### config.mk
export PLATFORM = sky130hd
export DESIGN_NAME = hdlc_async_rx_deframer_unit
export DESIGN_NICKNAME = d
export VERILOG_FILES = /design/src/rtl/hdlcrx_pkg.sv /design/src/rtl/hdlcrx_crc.sv /design/src/rtl/hdlcrx_chan_map.sv /design/src/rtl/hdlc_async_rx_deframer_unit.sv
export VERILOG_INCLUDE_DIRS = /design/src /design/src/rtl
export SDC_FILE = /design/constraint.sdc
export NUM_CORES = 1
export LEC_CHECK = 0
export ABC_AREA = 1
export BUFFER_PORTS_ARGS = -buffer_cell sky130_fd_sc_hd__buf_2
export CAP_MARGIN = 15
export CORE_ASPECT_RATIO = 1.2
export CORE_MARGIN = 2
export CORE_UTILIZATION = 49
export CTS_CLUSTER_DIAMETER = 100
export DETAILED_ROUTE_END_ITERATION = 6
export HOLD_SLACK_MARGIN = 0.06
export PLACE_DENSITY = 0.72
export SYNTH_ARGS = -nofsm -noshare
export SYNTH_HDL_FRONTEND = slang
export SYNTH_SLANG_ARGS = --single-unit
### constraint.sdc
create_clock -name i_clk -period 2.7 [get_ports i_clk]
set_input_delay 0.135 -clock i_clk [delete_from_list [all_inputs] [get_ports i_clk]]
set_output_delay 0.135 -clock i_clk [all_outputs]
set_load 0.005 [all_outputs]
### src/rtl/hdlc_async_rx_deframer_unit_defines.svh
// Assertion macros used by the deframer RTL.
`ifndef HDLC_ASYNC_RX_DEFRAMER_UNIT_DEFINES_SVH
`define HDLC_ASYNC_RX_DEFRAMER_UNIT_DEFINES_SVH

// The consequent must hold in the cycle after the antecedent.
`define HDLCRX_ASSERT_NEXT(lbl, clk, rst_n, ante, cons) \
    lbl: assert property (@(posedge clk) disable iff (!rst_n) (ante) |=> (cons)) \
        else $error("hdlcrx: next-cycle check failed");

// The consequent must hold in the same cycle as the antecedent.
`define HDLCRX_ASSERT_SAME(lbl, clk, rst_n, ante, cons) \
    lbl: assert property (@(posedge clk) disable iff (!rst_n) (ante) |-> (cons)) \
        else $error("hdlcrx: same-cycle check failed");

`endif

### src/rtl/hdlcrx_pkg.sv
// Shared types, constants and CRC helper for the HDLC receive deframer.
package hdlcrx_pkg;

    // Line control bytes.
    localparam logic [7:0] FLAG_BYTE = 8'h7e;
    localparam logic [7:0] ESC_BYTE  = 8'h7d;
    localparam logic [7:0] ESC_XOR   = 8'h20;

    // CRC-16/X.25 constants.
    localparam logic [15:0] CRC_INIT = 16'hffff;
    localparam logic [15:0] CRC_GOOD = 16'hf0b8;

    // Address map holds one byte per entry in a 32-bit register.
    localparam int MAX_MAP_ENTRIES = 4;

    // Configuration register indexes.
    localparam int CFG_IDX_W = 2;
    localparam logic [CFG_IDX_W-1:0] CFG_ADDRESS_MAP   = 2'd0;
    localparam logic [CFG_IDX_W-1:0] CFG_MAP_ENABLED   = 2'd1;
    localparam logic [CFG_IDX_W-1:0] CFG_CHANNEL_COUNT = 2'd2;
    localparam logic [CFG_IDX_W-1:0] CFG_MAX_FRAME_LEN = 2'd3;

    // Result item kinds.
    typedef enum logic [2:0] {
        KIND_DATA     = 3'd0,
        KIND_GOOD     = 3'd1,
        KIND_BAD_CRC  = 3'd2,
        KIND_SHORT    = 3'd3,
        KIND_OVERFLOW = 3'd4
    } t_kind;

    // Result of the address-to-channel lookup.
    typedef struct packed {
        logic       hit;
        logic [1:0] idx;
    } t_chan_match;

    // One reflected CRC step over four bits. The table entry for index i
    // is i * 0x1081, whose three copies of i never overlap.
    function automatic logic [15:0] crc_nibble(input logic [15:0] c,
                                               input logic [3:0]  nib);
        logic [3:0] idx;
        idx = c[3:0] ^ nib;
        return {4'h0, c[15:4]} ^ {idx, 1'b0, idx, 3'b000, idx};
    endfunction

endpackage

### src/rtl/hdlcrx_crc.sv
// Byte-wide CRC-16/X.25 update, low nibble first.
module hdlcrx_crc
    import hdlcrx_pkg::*;
(
    input  logic [15:0] i_crc,
    input  logic [7:0]  i_data,
    output logic [15:0] o_crc
);

    logic [15:0] lo_crc;

    // Two chained nibble steps cover the byte.
    assign lo_crc = crc_nibble(i_crc, i_data[3:0]);
    assign o_crc  = crc_nibble(lo_crc, i_data[7:4]);

endmodule

### src/rtl/hdlcrx_chan_map.sv
// Address to channel lookup over the configured address map.
module hdlcrx_chan_map
    import hdlcrx_pkg::*;
#(
    parameter int NUM_CHANNELS = 4
) (
    input  logic [31:0]  i_address_map,
    input  logic         i_map_enabled,
    input  logic [2:0]   i_channel_count,
    input  logic [7:0]   i_addr,
    output t_chan_match  o_match
);

    // Entries searched are limited by the channel count, the build size
    // and the four bytes of the map.
    localparam int NUM_LOOKUP =
        (NUM_CHANNELS < MAX_MAP_ENTRIES) ? NUM_CHANNELS : MAX_MAP_ENTRIES;

    // Walk from the top entry down so the lowest matching index wins.
    always_comb begin
        o_match = '0;
        if (!i_map_enabled) begin
            o_match.hit = 1'b1;
        end else begin
            for (int i = NUM_LOOKUP - 1; i >= 0; i--) begin
                if ((3'(i) < i_channel_count) && (i_address_map[8*i +: 8] == i_addr)) begin
                    o_match.hit = 1'b1;
                    o_match.idx = 2'(i);
                end
            end
        end
    end

endmodule

### src/rtl/hdlc_async_rx_deframer_unit.sv
// Top level of the HDLC asynchronous receive deframer with CRC check.
//
//  Channel   Direction  Handshake              Payload
//  --------  ---------  ---------------------  ----------------------------------------
//  in        sink       i_in_valid/o_in_stall  i_rx_byte
//  out       source     o_out_valid/i_out_stall o_out_byte, o_channel, o_kind, o_frame_last
//  cfg       sink       i_cfg_we               i_cfg_idx, i_cfg_data
//
//  One line byte per cycle is sustained while the output is not stalled; each byte is
//  latched in an input register and then decoded into the result register.
//  The rate is set by the single pass through the byte-wide CRC and channel lookup.
//  Reset is synchronous and active low; the block hunts for a flag after reset.
//  A stall on the output holds the result register and, once the input register
//  is also full, stalls the input channel.
`include "hdlc_async_rx_deframer_unit_defines.svh"

module hdlc_async_rx_deframer_unit
    import hdlcrx_pkg::*;
#(
    parameter int NUM_CHANNELS = 4
) (
    input  logic                 i_clk,
    input  logic                 i_rst_n,
    // Configuration write port
    input  logic                 i_cfg_we,
    input  logic [CFG_IDX_W-1:0] i_cfg_idx,
    input  logic [31:0]          i_cfg_data,
    // Input channel
    input  logic                 i_in_valid,
    output logic                 o_in_stall,
    input  logic [7:0]           i_rx_byte,
    // Output channel
    output logic                 o_out_valid,
    input  logic                 i_out_stall,
    output logic [7:0]           o_out_byte,
    output logic [1:0]           o_channel,
    output logic [2:0]           o_kind,
    output logic                 o_frame_last
);

    typedef enum logic [1:0] {
        PH_HUNT = 2'd0,
        PH_ADDR = 2'd1,
        PH_CMD  = 2'd2,
        PH_DATA = 2'd3
    } t_phase;

    // Configuration registers
    logic [31:0] r_address_map;
    logic        r_map_enabled;
    logic [2:0]  r_channel_count;
    logic [15:0] r_max_frame_len;

    // Input register
    logic        r_in_valid, n_in_valid;
    logic [7:0]  r_in_byte, n_in_byte;

    // Deframer state
    t_phase      r_phase, n_phase;
    logic        r_esc, n_esc;
    logic [15:0] r_crc, n_crc;
    logic [7:0]  r_older, n_older;
    logic [7:0]  r_newer, n_newer;
    logic [15:0] r_count, n_count;
    logic [1:0]  r_chan, n_chan;

    // Result register
    logic        r_out_valid, n_out_valid;
    logic [7:0]  r_out_byte, n_out_byte;
    logic [1:0]  r_out_chan, n_out_chan;
    t_kind       r_out_kind, n_out_kind;
    logic        r_out_last, n_out_last;

    logic        advance;
    logic        step;
    logic        in_take;
    logic        is_esc;
    logic        is_flag;
    logic [7:0]  data_byte;
    logic [15:0] crc_seed;
    logic [15:0] crc_next;
    t_chan_match match;

    // Configuration writes
    always_ff @(posedge i_clk) begin
        if (!i_rst_n) begin
            r_address_map   <= '0;
            r_map_enabled   <= 1'b0;
            r_channel_count <= 3'd1;
            r_max_frame_len <= 16'd256;
        end else if (i_cfg_we) begin
            unique case (i_cfg_idx)
                CFG_ADDRESS_MAP:   r_address_map   <= i_cfg_data;
                CFG_MAP_ENABLED:   r_map_enabled   <= i_cfg_data[0];
                CFG_CHANNEL_COUNT: r_channel_count <= i_cfg_data[2:0];
                CFG_MAX_FRAME_LEN: r_max_frame_len <= i_cfg_data[15:0];
                default: ;
            endcase
        end
    end

    // Handshake: a byte is decoded when latched and the result register can take it.
    assign advance    = !r_out_valid || !i_out_stall;
    assign step       = r_in_valid && advance;
    assign o_in_stall = r_in_valid && !advance;
    assign in_take    = i_in_valid && !o_in_stall;

    // Escape and flag decode of the latched byte.
    assign is_esc    = (r_in_byte == ESC_BYTE);
    assign is_flag   = (r_in_byte == FLAG_BYTE);
    assign data_byte = r_esc ? (r_in_byte ^ ESC_XOR) : r_in_byte;

    // The address byte restarts the CRC from its initial value.
    assign crc_seed = (r_phase == PH_ADDR) ? CRC_INIT : r_crc;

    hdlcrx_crc u_crc (
        .i_crc  (crc_seed),
        .i_data (data_byte),
        .o_crc  (crc_next)
    );

    // The address byte waits in the older hold slot while the command byte arrives.
    hdlcrx_chan_map #(
        .NUM_CHANNELS (NUM_CHANNELS)
    ) u_chan_map (
        .i_address_map   (r_address_map),
        .i_map_enabled   (r_map_enabled),
        .i_channel_count (r_channel_count),
        .i_addr          (r_older),
        .o_match         (match)
    );

    // Next-state and result logic for one byte.
    always_comb begin
        n_in_valid  = r_in_valid;
        n_in_byte   = r_in_byte;
        n_phase     = r_phase;
        n_esc       = r_esc;
        n_crc       = r_crc;
        n_older     = r_older;
        n_newer     = r_newer;
        n_count     = r_count;
        n_chan      = r_chan;
        n_out_valid = r_out_valid;
        n_out_byte  = r_out_byte;
        n_out_chan  = r_out_chan;
        n_out_kind  = r_out_kind;
        n_out_last  = r_out_last;

        if (in_take) begin
            n_in_valid = 1'b1;
            n_in_byte  = i_rx_byte;
        end else if (advance) begin
            n_in_valid = 1'b0;
        end

        // A taken result empties the register unless a new one replaces it.
        if (advance) begin
            n_out_valid = 1'b0;
        end

        if (step) begin
            n_esc = is_esc;
            if (!is_esc) begin
                unique case (r_phase)
                    PH_HUNT: begin
                        if (is_flag) begin
                            n_phase = PH_ADDR;
                        end
                    end
                    PH_ADDR: begin
                        if (!is_flag) begin
                            n_crc   = crc_next;
                            n_older = data_byte;
                            n_phase = PH_CMD;
                        end
                    end
                    PH_CMD: begin
                        if (is_flag) begin
                            n_phase = PH_ADDR;
                        end else begin
                            n_crc   = crc_next;
                            n_newer = data_byte;
                            if (!match.hit) begin
                                n_phase = PH_HUNT;
                            end else begin
                                n_chan  = match.idx;
                                n_count = '0;
                                n_phase = PH_DATA;
                            end
                        end
                    end
                    PH_DATA: begin
                        n_out_chan = r_chan;
                        n_out_byte = '0;
                        n_out_last = 1'b1;
                        n_out_valid = 1'b1;
                        if (is_flag) begin
                            n_phase = PH_ADDR;
                            if (r_count < 16'd2) begin
                                n_out_kind = KIND_SHORT;
                            end else if (r_crc != CRC_GOOD) begin
                                n_out_kind = KIND_BAD_CRC;
                            end else begin
                                n_out_kind = KIND_GOOD;
                            end
                        end else if (r_count >= r_max_frame_len) begin
                            n_phase    = PH_HUNT;
                            n_out_kind = KIND_OVERFLOW;
                        end else begin
                            // Emit the byte from two positions back; CRC bytes stay held.
                            n_out_byte = r_older;
                            n_out_kind = KIND_DATA;
                            n_out_last = 1'b0;
                            n_count    = r_count + 16'd1;
                            n_crc      = crc_next;
                            n_older    = r_newer;
                            n_newer    = data_byte;
                        end
                    end
                    default: ;
                endcase
            end
        end
    end

    // State, input register and result register.
    always_ff @(posedge i_clk) begin
        if (!i_rst_n) begin
            r_in_valid  <= 1'b0;
            r_phase     <= PH_HUNT;
            r_esc       <= 1'b0;
            r_crc       <= '0;
            r_older     <= '0;
            r_newer     <= '0;
            r_count     <= '0;
            r_chan      <= '0;
            r_out_valid <= 1'b0;
        end else begin
            r_in_valid  <= n_in_valid;
            r_phase     <= n_phase;
            r_esc       <= n_esc;
            r_crc       <= n_crc;
            r_older     <= n_older;
            r_newer     <= n_newer;
            r_count     <= n_count;
            r_chan      <= n_chan;
            r_out_valid <= n_out_valid;
        end
        r_in_byte  <= n_in_byte;
        r_out_byte <= n_out_byte;
        r_out_chan <= n_out_chan;
        r_out_kind <= n_out_kind;
        r_out_last <= n_out_last;
    end

    assign o_out_valid  = r_out_valid;
    assign o_out_byte   = r_out_byte;
    assign o_channel    = r_out_chan;
    assign o_kind       = r_out_kind;
    assign o_frame_last = r_out_last;

    // A decoded flag always cancels a pending escape.
    `HDLCRX_ASSERT_NEXT(a_flag_clears_esc, i_clk, i_rst_n, step && is_flag, !r_esc)
    // An overflow end sends the deframer back to flag hunting.
    `HDLCRX_ASSERT_NEXT(a_overflow_hunts, i_clk, i_rst_n, step && n_out_valid && (n_out_kind == KIND_OVERFLOW), r_phase == PH_HUNT)
    // End items carry a zero byte and a nonzero kind; data items are not last.
    `HDLCRX_ASSERT_SAME(a_end_item_form, i_clk, i_rst_n, r_out_valid, r_out_last == (r_out_kind != KIND_DATA) && (!r_out_last || (r_out_byte == 8'h00)))
    // A held input byte is not lost or altered while the result side is stalled.
    `HDLCRX_ASSERT_NEXT(a_in_reg_holds, i_clk, i_rst_n, o_in_stall, r_in_valid && $stable(r_in_byte))

endmodule

==> qor.csv <==
stage,metric,value,unit
timing,final setup skew,0.006595,ns
placement,"Cell Area, Placed",0.006994,sq mm
critical_path,Setup CP Type,register to register,
synthesis,Yosys warning count,0,
grt,largest net degree at the start of global routing,59,
clock_tree,Root Buffer,clkbuf_16,
route,"wirelength, routed",16.63,mm
clock_tree,maximum buffer depth of the clock tree,2,
route,DR DRC count,0,
timing,worst-margin pin slew,0.7416,ns
timing,final setup violation count,0,
finish,Syn-to-layout area delta,21.01,%
worst_hold_path,Tightest Hold Check Type,input port to register,
floorplan,I/O Pins,63,
route,via count,6100,
synthesis,share of flip-flops with an asynchronous set or reset,0,%
floorplan,core area,0.01318,sq mm
power_and_ir_drop,Flop pwr share,44.0,%
power_and_ir_drop,leak pwr,0.003323,uW
power_and_ir_drop,internal power,3545,uW
critical_path,CP startpoint kind,register,
synthesis,area of the mapped netlist,0.006585,sq mm
finish,share of cells above drive strength 1,12.70,%
timing,Max Fclk,426.6,MHz
floorplan,Die X-Extent,109.8,microns
timing,RSZ-0062 raised after global routing,no,
grt,vias in the first global route,5621,
power_and_ir_drop,Pwr Density,581.7,mW/mm^2
clock_tree,Sink Count,129,
synthesis,library cells used by synthesis,41,
floorplan,Chip Height,131.0,microns
synthesis,syn nets,956,
finish,Sequential Area,0.002803,sq mm
route,WL per Instance,14.24,microns
timing,Fin. Hold Viols,0,
clock_tree,Skew-Pair Late Insertion Delay,0.42,ns
timing,Final min period,2.344,ns
timing,Slew HR,50.51,%
power_and_ir_drop,share of total power in combinational logic,8.1,%
power_and_ir_drop,worst vdd ir,0.3672,mV
placement,Inst Count DP,1095,
critical_path,crit end category,register,
clock_tree,post-cts resize count,0,
critical_path,Worst Path Required,3.02,ns
flow_run,MaxCap Viol Count,0,
finish,Layout Nets,1055,
grt,GRT Overall Usage,24.14,%
critical_path,CP max FO,18,
floorplan,Initial Util,49.96,%
synthesis,Synth Flop Type,dfxtp_1,
timing,fin. max-slew vios,0,
timing,setup ws final,0.3559,ns
placement,Place WS,0.4049,ns
finish,cell area after layout,0.007969,sq mm
power_and_ir_drop,Net Sw Frac,23.52,%
route,Post-DRT Antenna Nets,0,
power_and_ir_drop,Clk pwr share,47.8,%
placement,gpl congestion,0.9475,
timing,final setup TNS,0,ns
clock_tree,"Reg clk slew, reported paths",0.06,ns
grt,remaining global-route overflow,0,
route,detail-routed via count per cell,5.223,
grt,first-pass GRT wire length,26.83,mm
route,Detailed Route Iter0 Violations,574,
synthesis,Syn Area/Cell,7.416,sq um
finish,ANT cells,0,
timing,Final period util,86.82,%
placement,dpl hpwl,11.36,mm
floorplan,Cell Rows,46,
synthesis,number of synthesized flops with an enable pin,22,
synthesis,Yosys reg bits,129,
finish,area of the multi-input gates,0.003194,sq mm
finish,Fill cells,1210,
outcome,outcome,"complete, no violations",
placement,PortBufs,62,
synthesis,post-synthesis cell count,888,
route,DR pass1 iterations,7,
grt,initial antenna violation count,0,
clock_tree,CTS buffer count,17,
synthesis,sequential area share after synthesis,42.56,%
power_and_ir_drop,Psw,1090,uW
finish,non-filler cells in the finished layout,1168,
clock_tree,H-tree levels,4,
critical_path,Critical Path AT,2.66,ns
floorplan,die area,0.01439,sq mm
clock_tree,CTS tree,built,
## critical path, cell delays in order, from the launching register on
cell and delay, ns:
dfxtp_1 0.49, ha_1 0.31, nand2_1 0.07, nand2_1 0.07
nand3_1 0.07, a21oi_1 0.08, nor2_1 0.17, nand2_1 0.16
nand2_1 0.14, nand2_2 0.19, inv_2 0.26, nand3b_1 0.11
nand2_1 0.07, nor2_1 0.05
## cell usage in the layout, fill, tap and decap left out, types with 22 or more instances in the layout
| master | synthesis | layout |
|---|---|---|
| dfxtp_1 | 107 | 107 |
| inv_1 | 98 | 98 |
| nand3_1 | 31 | 31 |
| edfxtp_1 | 22 | 22 |
| a21oi_1 | 87 | 87 |
| o21ai_0 | 80 | 80 |
| buf_2 | 4 | 62 |
| xor2_1 | 23 | 23 |
| dlygate4sd3_1 | 0 | 41 |
| nor2_1 | 122 | 122 |
| nand2_1 | 171 | 171 |
## final timing paths
check | slack (ns) | end | from | cells past startpoint
max | 0.36 | r_crc[1] | r_count[9] | 13
min | 0.08 | r_max_frame_len[13] | i_cfg_data[13] | 3
max reg2reg | 0.36 | r_crc[1] | r_count[9] | 13
min reg2reg | 0.44 | o_channel[1] | r_chan[1] | 0
## routing by layer
layer | vias up | GRT usage [%] | routed length [microns]
met4 | 0 | 11.69 | 608
met1 | 2737 | 30.13 | 7176
met5 | - | 0 | 0
li1 | 3076 | - | -
met2 | 241 | 40.09 | 7876
met3 | 46 | 4.266 | 971
## power groups by stage
| stage | combinational (uW) | sequential, uW | clock, uW |
|---|---|---|---|
| 2_1_floorplan | 232 | 2070 | 0 |
| 3_3_place_gp | 324 | 2080 | 0 |
| 3_5_place_dp | 329 | 2080 | 0 |
| 4_1_cts | 377 | 2040 | 2240 |
| 5_1_grt | 428 | 2050 | 2320 |
| 6_report | 378 | 2040 | 2220 |
## flip-flops by register name (all words and copies together) (netlist names), 2 cells and up
register and count:
o_out_byte 8, o_channel 2, r_channel_count 3, o_kind 3
r_count 16, r_chan 2, r_crc 16, r_newer 8
r_address_map 32, r_in_byte 8, r_older 8, r_phase 2
r_max_frame_len 16
## metrics by stage
stage	hold slack (ns)	power, uW	utilization [%]
5_1_grt	0.09206	4790	60.46
2_1_floorplan	0.2339	2301	-
4_1_cts	0.06489	4654	60.46
6_report	0.07609	4636	60.46
3_3_place_gp	0.3140	2403	53.07
3_5_place_dp	0.3131	2409	53.07
## repair_timing
action                                 4_1_cts  5_1_grt
endpoints found under the hold margin       49        0
hold buffers                                41        0
setup endpoints to repair                    0        0
buffers inserted                             0        0
## synth_stat cells (all sizes together) (3+ instances only)
master    n  area, sq um
clkinv    4        15.01
mux2i     3        30.03
or2       3        18.77
o21ai    81        405.4
a21oi    93        503.0
nand3b    3        22.52
xnor2    16        140.1
nand3    34        192.7
nand4    14        87.58
buf      12        107.6
clkbuf   21        78.83
xor2     24        217.7
inv     103        386.6
dfxtp   107         2142
nor4      7        43.79
nor3     13        65.06
nor2    127        494.2
ha       21        262.8
edfxtp   22        660.6
nand2   175        671.9
## layout make-up
cell class | instances | share of cell area [%]
inverter | 107 | 5.040
multi-input combinational | 619 | 40.08
clock inverter | 10 | 1.382
sequential | 129 | 35.17
tap | 168 | 2.638
clock buffer | 22 | 5.699
timing repair buffer | 113 | 9.986
## kinds of logic after synthesis
| kind of cell | Yosys count | share of synthesized area [%] |
|---|---|---|
| adder cells (fa/ha/maj) | 21 | 3.990 |
| AO/OA/AOI/OAI | 178 | 14.27 |
| AND/OR/NAND/NOR | 377 | 24.36 |
| multiplexers | 3 | 0.4560 |
| buffers and inverters | 140 | 8.930 |
| XOR/XNOR | 40 | 5.434 |
| flip-flops | 129 | 42.56 |
No activity file was read; power rests on OpenSTA's default activity.
